### src/hdl/mfpr_pkg.sv
// shared types and constants of the marker framed packet receiver
// no dependencies
package mfpr_pkg;

  localparam int unsigned BUFFER_BYTES_DEF  = 32;
  localparam int unsigned PAYLOAD_BYTES_DEF = 3;

  localparam int unsigned CFG_IDX_W = 2;
  localparam logic [CFG_IDX_W-1:0] CFG_START_BYTE  = 2'd0;
  localparam logic [CFG_IDX_W-1:0] CFG_END_BYTE    = 2'd1;
  localparam logic [CFG_IDX_W-1:0] CFG_ACK_COMMAND = 2'd2;

  localparam logic [7:0] START_BYTE_RST  = 8'h3C;
  localparam logic [7:0] END_BYTE_RST    = 8'h3E;
  localparam logic [7:0] ACK_COMMAND_RST = 8'hD4;

  localparam int unsigned LEN_W   = 5;
  localparam logic [LEN_W-1:0] LEN_MAX = 5'd31;
  localparam int unsigned OUT_TDATA_W = 32;

  typedef struct packed {
    logic [7:0] start_byte;
    logic [7:0] end_byte;
    logic [7:0] ack_command;
  } cfg_t;

  // last member sits in the lowest bits
  typedef struct packed {
    logic             ack_seen;
    logic             checksum_ok;
    logic [15:0]      switch_word;
    logic [7:0]       command_code;
    logic [LEN_W-1:0] frame_length;
  } result_t;

  localparam int unsigned RESULT_W = $bits(result_t);

endpackage

### src/hdl/mfpr_deframer.sv
// frame state, byte store and result forming for one registered byte
// depends on mfpr_pkg
module mfpr_deframer #(
  parameter int unsigned BUFFER_BYTES  = mfpr_pkg::BUFFER_BYTES_DEF,
  parameter int unsigned PAYLOAD_BYTES = mfpr_pkg::PAYLOAD_BYTES_DEF
) (
  input  logic              clk_i,
  input  logic              rst_ni,
  input  logic              valid_i,
  input  logic [7:0]        byte_i,
  input  logic              advance_i,
  input  mfpr_pkg::cfg_t    cfg_i,
  output logic              res_valid_o,
  output mfpr_pkg::result_t res_o
);
  import mfpr_pkg::*;

  localparam int unsigned STORE_DEPTH = (PAYLOAD_BYTES + 1 > 3) ? PAYLOAD_BYTES + 1 : 3;
  localparam int unsigned IDX_W       = $clog2(BUFFER_BYTES);
  localparam logic [IDX_W-1:0] IDX_LAST = IDX_W'(BUFFER_BYTES - 1);

  logic             in_frame_q, in_frame_d;
  logic [IDX_W-1:0] idx_q, idx_d;
  logic [7:0]       store_q [STORE_DEPTH];
  logic [7:0]       store_d [STORE_DEPTH];
  logic [7:0]       store_clr [STORE_DEPTH];
  logic             is_end;
  logic [7:0]       sum;
  logic [IDX_W:0]   idx_ext;

  assign is_end      = in_frame_q && (byte_i == cfg_i.end_byte);
  assign res_valid_o = valid_i && is_end;
  assign idx_ext     = {1'b0, idx_q};

  always_comb begin
    for (int k = 0; k < STORE_DEPTH; k++) begin
      store_clr[k] = (32'(idx_q) == 32'(k)) ? 8'h00 : store_q[k];
    end
  end

  always_comb begin
    in_frame_d = in_frame_q;
    idx_d      = idx_q;
    store_d    = store_q;
    if (advance_i && valid_i) begin
      if (!in_frame_q) begin
        in_frame_d = (byte_i == cfg_i.start_byte);
      end else if (!is_end) begin
        for (int k = 0; k < STORE_DEPTH; k++) begin
          if (32'(idx_q) == 32'(k)) begin
            store_d[k] = byte_i;
          end
        end
        idx_d = (idx_q == IDX_LAST) ? idx_q : idx_q + IDX_W'(1);
      end else begin
        store_d    = store_clr;
        in_frame_d = 1'b0;
        idx_d      = '0;
      end
    end
  end

  always_comb begin
    sum = 8'h00;
    for (int k = 0; k < PAYLOAD_BYTES; k++) begin
      sum = sum + store_clr[k];
    end
  end

  always_comb begin
    res_o.frame_length = (idx_ext > (IDX_W + 1)'(LEN_MAX)) ? LEN_MAX : LEN_W'(idx_q);
    res_o.command_code = store_clr[0];
    res_o.switch_word  = {store_clr[2], store_clr[1]};
    res_o.checksum_ok  = (sum == store_clr[PAYLOAD_BYTES]);
    res_o.ack_seen     = res_o.checksum_ok && (store_clr[0] == cfg_i.ack_command);
  end

  always_ff @(posedge clk_i or negedge rst_ni) begin
    if (!rst_ni) begin
      in_frame_q <= 1'b0;
      idx_q      <= '0;
      for (int k = 0; k < STORE_DEPTH; k++) begin
        store_q[k] <= 8'h00;
      end
    end else begin
      in_frame_q <= in_frame_d;
      idx_q      <= idx_d;
      store_q    <= store_d;
    end
  end

endmodule

### src/hdl/marker_framed_packet_receiver_core.sv
// path: input byte register, then deframer, then registered output result
// throughput: one byte per cycle; a frame-ending byte waits in the input
//   register only while the single output register holds an untaken result
// reset: async active low; idle, index and store cleared, markers to defaults
// depends on mfpr_pkg and mfpr_deframer
module marker_framed_packet_receiver_core #(
  parameter int unsigned BUFFER_BYTES  = mfpr_pkg::BUFFER_BYTES_DEF,
  parameter int unsigned PAYLOAD_BYTES = mfpr_pkg::PAYLOAD_BYTES_DEF
) (
  input  logic                              clk_i,
  input  logic                              rst_ni,
  input  logic                              s_axis_tvalid,
  output logic                              s_axis_tready,
  input  logic [7:0]                        s_axis_tdata,  // rx_byte
  output logic                              m_axis_tvalid,
  input  logic                              m_axis_tready,
  // frame_length, command_code, switch_word, checksum_ok, ack_seen, zero pad
  output logic [mfpr_pkg::OUT_TDATA_W-1:0]  m_axis_tdata,
  input  logic                              cfg_valid_i,
  output logic                              cfg_ready_o,
  input  logic [mfpr_pkg::CFG_IDX_W-1:0]    cfg_index_i,
  input  logic [7:0]                        cfg_data_i
);
  import mfpr_pkg::*;

  cfg_t       cfg_q, cfg_d;
  logic       in_valid_q, in_valid_d;
  logic [7:0] in_byte_q;
  logic       out_valid_q, out_valid_d;
  result_t    out_q;
  result_t    res;
  logic       res_valid;
  logic       out_free;
  logic       advance;

  assign cfg_ready_o   = 1'b1;
  assign out_free      = !out_valid_q || m_axis_tready;
  assign advance       = !res_valid || out_free;
  assign s_axis_tready = !in_valid_q || advance;
  assign m_axis_tvalid = out_valid_q;
  assign m_axis_tdata  = {(OUT_TDATA_W - RESULT_W)'(0), out_q};

  mfpr_deframer #(
    .BUFFER_BYTES (BUFFER_BYTES),
    .PAYLOAD_BYTES(PAYLOAD_BYTES)
  ) u_deframer (
    .clk_i      (clk_i),
    .rst_ni     (rst_ni),
    .valid_i    (in_valid_q),
    .byte_i     (in_byte_q),
    .advance_i  (advance),
    .cfg_i      (cfg_q),
    .res_valid_o(res_valid),
    .res_o      (res)
  );

  always_comb begin
    cfg_d = cfg_q;
    if (cfg_valid_i) begin
      case (cfg_index_i)
        CFG_START_BYTE:  cfg_d.start_byte  = cfg_data_i;
        CFG_END_BYTE:    cfg_d.end_byte    = cfg_data_i;
        CFG_ACK_COMMAND: cfg_d.ack_command = cfg_data_i;
        default:         cfg_d = cfg_q;
      endcase
    end
  end

  always_comb begin
    in_valid_d = in_valid_q;
    if (s_axis_tready) begin
      in_valid_d = s_axis_tvalid;
    end
    out_valid_d = out_valid_q;
    if (res_valid && advance) begin
      out_valid_d = 1'b1;
    end else if (m_axis_tready) begin
      out_valid_d = 1'b0;
    end
  end

  always_ff @(posedge clk_i or negedge rst_ni) begin
    if (!rst_ni) begin
      cfg_q.start_byte  <= START_BYTE_RST;
      cfg_q.end_byte    <= END_BYTE_RST;
      cfg_q.ack_command <= ACK_COMMAND_RST;
      in_valid_q        <= 1'b0;
      out_valid_q       <= 1'b0;
    end else begin
      cfg_q       <= cfg_d;
      in_valid_q  <= in_valid_d;
      out_valid_q <= out_valid_d;
    end
  end

  // payload registers
  always_ff @(posedge clk_i) begin
    if (s_axis_tvalid && s_axis_tready) begin
      in_byte_q <= s_axis_tdata;
    end
    if (res_valid && advance) begin
      out_q <= res;
    end
  end

endmodule

### config.mk
export PLATFORM = sky130hd
export DESIGN_NAME = marker_framed_packet_receiver_core
export DESIGN_NICKNAME = d
export VERILOG_FILES = /design/src/hdl/mfpr_pkg.sv /design/src/hdl/mfpr_deframer.sv /design/src/hdl/marker_framed_packet_receiver_core.sv
export SDC_FILE = /design/constraint.sdc
export NUM_CORES = 1
export LEC_CHECK = 0
export ABC_AREA = 1
export CAP_MARGIN = 20
export CORE_MARGIN = 8
export CORE_UTILIZATION = 48
export DETAILED_ROUTE_END_ITERATION = 10
export DONT_BUFFER_PORTS = 1
export PLACE_DENSITY = 0.73
export SKIP_LAST_GASP = 1
export SLEW_MARGIN = 10
export SYNTH_ARGS = -nofsm -noshare
export SYNTH_HDL_FRONTEND = slang
export SYNTH_SLANG_ARGS = --single-unit
### constraint.sdc
create_clock -name clk_i -period 4 [get_ports clk_i]
set_clock_uncertainty 0.1 [all_clocks]
set_input_delay 0 -clock clk_i [delete_from_list [all_inputs] [get_ports clk_i]]
set_output_delay 0 -clock clk_i [all_outputs]
set_load 0.02 [all_outputs]
# After elaboration in Yosys (flattened, before gate mapping)
# Cells that the tools add are included.
[totals] output_inout_bits=35 regBits=103 in_bits=23 word_cells=74
[op_classes] addsub=3 eq_ne=11 n_reduce_logical=27 magnitude_cmp=1 n_mux=15
[ops] operator="$mux 8" count=8
[ops] operator="$eq 8x8->1" count=4
[ops] operator="$mux 32" count=1
[ops] operator="$add 8x8->8" count=2
[ops] operator="$reduce_and 3->1" count=5
[ops] operator="$eq 5x2->1 const B" count=2
[ops] operator="$mux 5" count=2
[ops] operator="$reduce_bool 2->1" count=5
[ops] operator="$logic_and 1x1->1" count=6
[ops] operator="$reduce_and 2->1" count=3
[ops] operator="$add 5x1->5 const B" count=1
[ops] operator="$eq 5x1->1 const B" count=1
[ops] operator="$eq 5x5->1 const B" count=1
[ops] operator="$gt 5x5->1 const B" count=1
[ops] operator="$logic_not 5->1" count=1
[ops] operator="$mux 1" count=4
[ops] operator="$logic_not 1->1" count=3
[ops] operator="$logic_or 1x1->1" count=3
[ops] operator="$eq 2x1->1 const B" count=1
[ops] operator="$eq 2x2->1 const B" count=1
[ops] operator="$logic_not 2->1" count=1
[ops] operator="$ne 2x1->1 const B" count=1

# Logic depth before layout (Yosys ltp)
# Gate-level depths: netlist of run 1.
[logic_depth] word_depth=7 depth_mapped=21 depth_no_buf=21

# Cells and area by module
# A second synthesis of run 1 with hierarchy kept.
[hier_totals] hier_cells=647 hier_area_um2=5714.2
[by_module_without_submodules] mod="mfpr_deframer" instances=1 area_per_inst_um2=3357.0 cells_per_inst=484
[by_module_without_submodules] mod="marker_framed_packet_receiver_core" instances=1 area_per_inst_um2=2357.3 cells_per_inst=163

# Worst setup path after synthesis of run 1
# OpenSTA, ideal clock, no wires.
[synth_path] path_kind="reg-to-reg" start="reg cfg_q[9] in the netlist's numbering" end="reg out_q, in the netlist m_axis_tdata[0] (enable)" setup_time_ns=0.460 required_ns=3.440 n_path_buf=0 path_stages_with_launch=9 arrival_time_ns=3.361 synth_period_minus_slack_ns=3.922 setup_slack_ns=0.078 path_cell_list="dfstp_2 -> inv_1 -> nand2_1 -> nand2_1 -> a21oi_1 -> nand3_2 -> nor2_4 -> inv_1 -> nor3_1"
[synth_via] elab_chain_cells=6
[synth_rtl] item="start: declaration" line="marker_framed_packet_receiver_core.sv:26" rtl="cfg_t cfg_q, cfg_d;"
[synth_rtl] item="start signal: assignment" line="marker_framed_packet_receiver_core.sv:90" rtl="cfg_q <= cfg_d;"
[synth_rtl] item="$eq 8x8->1 (*)" line="mfpr_deframer.sv:31" rtl="assign is_end = in_frame_q && (byte_i == cfg_i.end_byte);"
[synth_rtl] item="$logic_and 1x1->1 (*)" line="mfpr_deframer.sv:31"
[synth_rtl] item="$logic_and 1x1->1 (*)" line="mfpr_deframer.sv:32" rtl="assign res_valid_o = valid_i && is_end;"
[synth_rtl] item="$logic_not 1->1" line="marker_framed_packet_receiver_core.sv:38" rtl="assign advance = !res_valid || out_free;"
[synth_rtl] item="$logic_or 1x1->1" line="marker_framed_packet_receiver_core.sv:38"
[synth_rtl] item="$logic_and 1x1->1 (*)" line="marker_framed_packet_receiver_core.sv:101" rtl="if (res_valid && advance) begin"
[synth_rtl] item="end signal: assignment" line="marker_framed_packet_receiver_core.sv:102" rtl="out_q <= res;"
[synth_rtl] item="end: declaration" line="marker_framed_packet_receiver_core.sv:30" rtl="result_t out_q;"
# Every way passes the cells marked *; elsewhere a longest branch is shown, timed or not.
# A chain may end at the register's enable or synchronous reset.

==> flow_metrics.tcl, run 1 <==
set metrics [dict create \
    grt_start_max_net_pins 65 \
    core_mm2 0.0114 \
    final_util_pct 54.4 \
    slowest_stage "fa_1" \
    clk_path_buf_depth 2 \
    setup_slack_ns 0.489 \
    fin_crit_ns 3.51 \
    synthMuxAreaShare_pct 0 \
    end_kind "flop" \
    avgSynthCellArea_um2 8.43 \
    worstSkewPairLatency_ns 0.35 \
    antenna_found_initial 0 \
    ir_drop_mv 0.405 \
    p_comb_share_pct 47.8 \
    globalplace.congestion 0.897 \
    cp_top_family "adder cells" \
    ys_ff_latch 103 \
    hold_class "input pin to flop" \
    htree_levels 3 \
    slew_viol_final 0 \
    relSlewSlack_pct 57.5 \
    rows 39 \
    diodes 0 \
    setup.worst_path.start_class "flop" \
    syn-num-nets 710 \
    yosys_warnings 0 \
    hold_violations 0 \
    ioPinCount 58 \
    ys_seq_area_share_pct 49.5 \
    die_h_um 124 \
    worst-path-buf-inv 5 \
    grt_usage_pct 17.8 \
    power_density_mw_per_mm2 742 \
    vias 4453 \
    setup_violations 0 \
    internal-power_mw 2.64 \
    stdcell_count 830 \
    layout_common_cells "nand2_1 (266), inv_1 (83), dfrtp_1 (51), nand4_1 (40), edfxtp_1 (39)" \
    clk_pin_slew_ns 0.07 \
    arrival_ns 3.62 \
    p_clk_share_pct 18.4 \
    synthSimpleGateAreaFrac_pct 29.1 \
    grt.busiest_layer "met2" \
    io_buffers 0 \
    met1_usage_pct 22.1 \
    power.share.switching_pct 42.8 \
    hpwl_um 9630 \
    cts_buffers 9 \
    layout_commonest_cell "nand2_1" \
    layout-drive-gt1-share_pct 7.71 \
    crit_chain "inv_1 > ha_1 > inv_1 > nor2_1 > nand2_2 > nand2_1 > fa_1 > inv_1 > ha_1 > fa_1 > xor2_1 > inv_1 > nand2_1 > nand2_1 > inv_1 > nand2_1 > nor2_1 > nand2_1 > nor2_1 > nand3_1 > nor2_1" \
    synthXorXnorAreaFrac_pct 3.89 \
    use_met2_pct 28.3 \
    grt_pass1_vias 4393 \
    grt_pass1_wl_um 22300 \
    timing.fmax_ghz 0.285 \
    ant_nets 0 \
    maxCapViolCount 0 \
    cp_slowest_stage_delay_ns 0.51 \
    gr-total-overflow 0 \
    worstPathRequired_ns 4.11 \
    fp.dieW_um 124 \
    synth_compound_area_share_pct 3.49 \
    synth_flop_cell "dfrtp_1" \
    synth_fa_ha_area_share_pct 5.29 \
    synth_edf_count 39 \
    synthCells 668 \
    routed_wl_um 13400 \
    status "completed" \
    ys_types 37 \
    dieArea_mm2 0.0155 \
    sequentialPowerShare_pct 33.7 \
    viasPerCell 5.37 \
    p_leak_nw 3.13 \
    nets 724 \
    dp_cells 794 \
    post-route-drc-count 0 \
    cts_tree "built" \
    worst_pin_slew_ns 0.635 \
    critical_path_class "flop to flop" \
    drt_iter0_drc 393 \
    synth_top_family_by_area "simple AND/OR/NAND/NOR gates" \
    dp_worst_setup_slack_ns 0.442 \
    initial_utilization_pct 49.3 \
    setup_tns_ns 0 \
    post_drt_wl_per_cell_um 16.1 \
    p_sw_mw 1.97 \
    grtUsageMet3_pct 5.28 \
    post_cts_buffers 0 \
    cts_root_buf "clkbuf_16" \
    period_share_pct 87.8 \
    crit_fanout 9 \
    rsz0062_at_grt "no" \
    dr.pass1.iters 5 \
    netlist_area_mm2 0.00563 \
    area_growth_pct 10.3 \
    cts_sinks 103 \
    async_flop_share_pct 62.1 \
]
worst reg2reg max path, cell delays in order, from the launching register on:
cell,delay [ns]
dfrtp_1,0.44
inv_1,0.11
ha_1,0.20
inv_1,0.05
nor2_1,0.05
nand2_2,0.18
nand2_1,0.16
fa_1,0.51
inv_1,0.04
ha_1,0.22
fa_1,0.44
xor2_1,0.21
inv_1,0.05
nand2_1,0.06
nand2_1,0.04
inv_1,0.04
nand2_1,0.04
nor2_1,0.08
nand2_1,0.06
nor2_1,0.08
nand3_1,0.10
nor2_1,0.11
layout make-up:
| cell class | count | area (um2) |
|---|---|---|
| timing repair buffer | 27 | 270 |
| inverter | 85 | 319 |
| sequential | 103 | 2790 |
| clock inverter | 4 | 28.8 |
| multi-input combinational | 456 | 2370 |
| fill | 1041 | 5210 |
| tap | 143 | 179 |
| clock buffer | 12 | 256 |
synthesized netlist by cell type, drive strengths merged, types with 2 or more instances:
master / number / area share (%)
fa: 8 / 2.8
a21oi: 7 / 0.82
dfstp: 13 / 6.1
o21ai: 25 / 2.2
buf: 16 / 2.3
xnor2: 18 / 2.8
nor4: 2 / 0.22
or2: 4 / 0.44
conb: 2 / 0.13
nor2: 19 / 1.5
inv: 85 / 5.7
nand3b: 2 / 0.27
nand4: 40 / 4.4
xor2: 7 / 1.1
ha: 11 / 2.4
clkbuf: 8 / 0.53
nor3: 4 / 0.36
edfxtp: 39 / 21
dfrtp: 51 / 23
nand2: 272 / 18
nand3: 30 / 3.3
sequential cells by signal, indices dropped and copies added (netlist names):
name / flops
cfg_q: 24
in_byte_q: 8
in_valid_q: 1
m_axis_tdata: 31
m_axis_tvalid: 1
u_deframer.idx_q: 5
u_deframer.in_frame_q: 1
u_deframer.store_q: 32
what timing repair did:
action                     CTS  global route
setup endpoints to repair    0             1
resized for setup            0             1
hold endpoints to repair   106             0
hold buffers                20             0
metal layers:
layer,vias to the layer above,wire [um]
li1,2147,-
met1,2115,5760
met2,166,6280
met3,25,1010
met4,0,324
met5,-,0
path summary, 6_finish.rpt:
check,to,start,cells past startpoint,slack (ns)
max,m_axis_tdata[30],u_deframer.idx_q[0],21,0.49
min,in_valid_q,m_axis_tready,3,0.01
max reg2reg,m_axis_tdata[30],u_deframer.idx_q[0],21,0.49
min reg2reg,u_deframer.store_q[13],u_deframer.store_q[13],2,0.39
max in group asynchronous,cfg_q[13],rst_ni,2,3.42
min in group asynchronous,cfg_q[3],rst_ni,2,0.08
power by group through the flow:
stage	clock network (mW)	registers, mW	logic (mW)
final	0.850	1.55	2.21
after global routing	0.915	1.58	2.56
after CTS	0.870	1.55	2.19
after detailed placement	0	1.57	2.14
after global placement	0	1.56	2.10
after floorplan	0	1.52	1.74
per-stage QoR:
| step | power (mW) | instance area, um2 | hold slack (ns) |
|---|---|---|---|
| floorplan | 3.26 | 5630 | -0.396 |
| global placement | 3.67 | 5710 | -0.390 |
| detailed placement | 3.71 | 5710 | -0.391 |
| CTS | 4.61 | 6210 | 0.000853 |
| global route | 5.06 | 6210 | 0.0381 |
| finish | 4.61 | 6210 | 0.0105 |
cells by family after synthesis:
family | count (synthesis)
and+or+nand+nor | 375
buffers and inverters | 109
DFF | 103
AOI/OAI and AO/OA | 35
xor gates and xnor gates | 25
adders and majority gates | 19
other | 2
Note: power is estimated with default switching activity, not from simulation.
==> run 2: changes to the inputs <==
- CORE_UTILIZATION: 48 -> 45
- PLACE_DENSITY: 0.73 -> 0.7
- SYNTH_HIERARCHICAL: unset -> 1
==> run 2 against run 1 <==
Net effect: register-to-register slack got worse by 0.095 ns; non-clock buffer count increased by 17; final cell count is 3.1% higher; die area grew 7.2%; sequential power barely moved; maximum frequency down 2.6%; synthesized cell count shrank 3.1%; critical endpoint unchanged; largest power group unchanged; highest routed layer unchanged.
==> flow_metrics.tcl, run 2 <==
set metrics [dict create \
    status "completed" \
    slew_viol_final 0 \
    arrival_ns 3.73 \
    worstSkewPairLatency_ns 0.36 \
    power.share.switching_pct 42.8 \
    synth_fa_ha_area_share_pct 5.21 \
    setup_violations 0 \
    worst_pin_slew_ns 0.898 \
    synthXorXnorAreaFrac_pct 2.74 \
    critical_path_class "flop to flop" \
    power_density_mw_per_mm2 775 \
    die_h_um 129 \
    synthTopCellsByCount "nand2_1 (191), inv_1 (107), dfrtp_1 (51)" \
    ioPinCount 58 \
    synthCells 647 \
    synthSimpleGateAreaFrac_pct 24.7 \
    maxCapViolCount 0 \
    gr-total-overflow 0 \
    cp_slowest_stage_delay_ns 0.54 \
    p_sw_mw 2.15 \
    async_flop_share_pct 62.1 \
    nets 720 \
    synth_compound_area_share_pct 7.82 \
    post_drt_wl_per_cell_um 15.6 \
    setup_tns_ns 0 \
    avgSynthCellArea_um2 8.83 \
    fin_crit_ns 3.61 \
    worstPathRequired_ns 4.12 \
    relSlewSlack_pct 39.9 \
    cts_sinks 103 \
    grt_start_max_net_pins 65 \
    period_share_pct 90.2 \
    antenna_found_initial 1 \
    ys_ff_latch 103 \
    area_growth_pct 13.6 \
    core_mm2 0.0125 \
    synth_top_family_by_area "simple AND/OR/NAND/NOR gates" \
    whs_ns 0.0700 \
    syn-num-nets 689 \
    dr.pass1.iters 5 \
    yosys_warnings 6 \
    p_clk_share_pct 17.8 \
    synthMuxAreaShare_pct 0 \
    cts_root_buf "clkbuf_16" \
    htree_levels 3 \
    post-route-drc-count 0 \
    timing.fmax_ghz 0.277 \
    sequentialPowerShare_pct 31.2 \
    cts_buffers 9 \
    p_comb_share_pct 51.0 \
    synth_flop_cell "dfrtp_1" \
    hold_violations 0 \
    viasPerCell 5.08 \
    grt_pass1_wl_um 21800 \
    synth_edf_count 39 \
    clk_path_buf_depth 2 \
    stdcell_count 856 \
    io_buffers 0 \
    yosysMostFrequentCell "nand2_1" \
    setup_slack_ns 0.393 \
    globalplace.congestion 0.896 \
    netlist_area_mm2 0.00571 \
    initial_utilization_pct 45.7 \
    vias 4349 \
    synth_top_area_share_pct 22.3 \
    ir_drop_mv 0.365 \
    layout_common_cells "nand2_1 (191), inv_1 (106), dfrtp_1 (51), o21ai_0 (44), edfxtp_1 (39)" \
    end_kind "flop" \
    fp.dieW_um 129 \
    largest_reg_flops 32 \
    setup.worst_path.start_class "flop" \
    layout_commonest_cell "nand2_1" \
    clk_pin_slew_ns 0.08 \
    synth_area_leaders "dfrtp_1 (22%), edfxtp_1 (20%), nand2_1 (13%)" \
    layout-drive-gt1-share_pct 12.0 \
    worst-path-buf-inv 6 \
    dp_cells 804 \
    dieArea_mm2 0.0166 \
    internal-power_mw 2.88 \
    grt_pass1_vias 4277 \
    drt_iter0_drc 340 \
    grt_usage_pct 17.2 \
    final_util_pct 51.8 \
    ys_types 41 \
    dp_worst_setup_slack_ns 0.317 \
    synth_area_leader_cell "dfrtp_1" \
    cp_top_family "adder cells" \
    hold_class "input pin to async pin" \
    p_leak_nw 3.14 \
    rows 41 \
    crit_fanout 7 \
    slowest_stage "fa_1" \
    hpwl_um 9440 \
    rsz0062_at_grt "no" \
    cts_tree "built" \
    ys_seq_area_share_pct 48.8 \
    routed_wl_um 13400 \
    regMostFlops "u_deframer/store_q" \
    ant_nets 0 \
    crit_chain "inv_1 > ha_1 > inv_1 > nor2_1 > nand2_1 > inv_2 > nor2_1 > inv_1 > fa_1 > inv_1 > ha_1 > fa_1 > xor2_1 > inv_1 > nand3_1 > nand2_1 > nor2_1 > nand2_1 > nor2_1 > nand3_1 > nor2_1" \
]
-- run 2: changes by cell type in the layout (fill, tap and decap cells not counted), moves of 8 or more --
cell	before	now
o21ai_2	0	8
xnor2_1	18	7
nand2_1	266	191
inv_1	83	106
nand4_1	40	21
o21ai_0	24	44
dlygate4sd3_1	19	33
nand3_1	26	36
-- run 2: path summary, 6_finish.rpt --
kind | from | end | slack, ns | cells past startpoint
setup / recovery | u_deframer/idx_q[1] | m_axis_tdata[30] | 0.39 | 21
hold / removal | rst_ni | u_deframer/store_q[5] | 0.07 | 2
setup reg to reg | u_deframer/idx_q[1] | m_axis_tdata[30] | 0.39 | 21
hold reg to reg | cfg_q[9] | cfg_q[9] | 0.37 | 2
max in group asynchronous | rst_ni | cfg_q[20] | 3.40 | 2
min in group clk_i | s_axis_tdata[6] | in_byte_q[6] | 0.17 | 1
-- run 2: logic make-up (layout without fill, tap and decap cells) --
kind of cell | after synthesis | count (layout)
flops | 103 | 103
other cells | 2 | 3
simple gates | 298 | 298
compound gates | 74 | 74
xor+xnor | 17 | 17
buf+inv | 134 | 170
fa+ha+maj | 19 | 19
-- run 2: layout make-up --
class                   instances  area [um2]
inverters                     110         413
diodes                          1        2.50
flip-flops and latches        103        2790
multi-input cells             410        2330
well taps                     172         215
clock inverters                 7        81.3
clock buffers                   9         225
repair buffers                 44         433
fillers                      1175        6030
-- run 2: worst register-to-register path: stages (launching register included) --
cell and delay (ns):
dfrtp_1 0.42, inv_1 0.09, ha_1 0.18, inv_1 0.05, nor2_1 0.04, nand2_1 0.16, inv_2 0.11, nor2_1 0.14
inv_1 0.09, fa_1 0.54, inv_1 0.04, ha_1 0.23, fa_1 0.43, xor2_1 0.22, inv_1 0.06, nand3_1 0.07
nand2_1 0.06, nor2_1 0.09, nand2_1 0.06, nor2_1 0.10, nand3_1 0.10, nor2_1 0.12
-- run 2: power by group through the flow --
stage	registers, mW	clock network, mW	logic (mW)
finish	1.57	0.897	2.56
global route	1.60	0.961	2.96
CTS	1.57	0.922	2.53
detailed placement	1.59	0	2.46
global placement	1.57	0	2.38
floorplan	1.54	0	1.96
-- run 2: repair_timing --
item	in CTS	in global routing
endpoints found under the hold margin	106	0
hold buffers	34	0
gates resized for setup	0	1
endpoints found under the setup margin	0	1
setup buffers	0	1
-- run 2: through the flow --
step	cell area, um2	power, mW
after floorplan	5710	3.50
after global placement	5810	3.96
after global routing	6490	5.52
after CTS	6480	5.02
after detailed placement	5810	4.05
final	6490	5.03
-- run 2: metal layers --
layer	track usage (%)	wire [um]	vias to the layer above	share of wire [%]
met2	27.4	6310	137	47
met4	7.39	308	0	2.3
met3	4.26	701	23	5.2
met5	0	0	-	0
met1	21.8	6080	2075	45
li1	-	-	2114	-
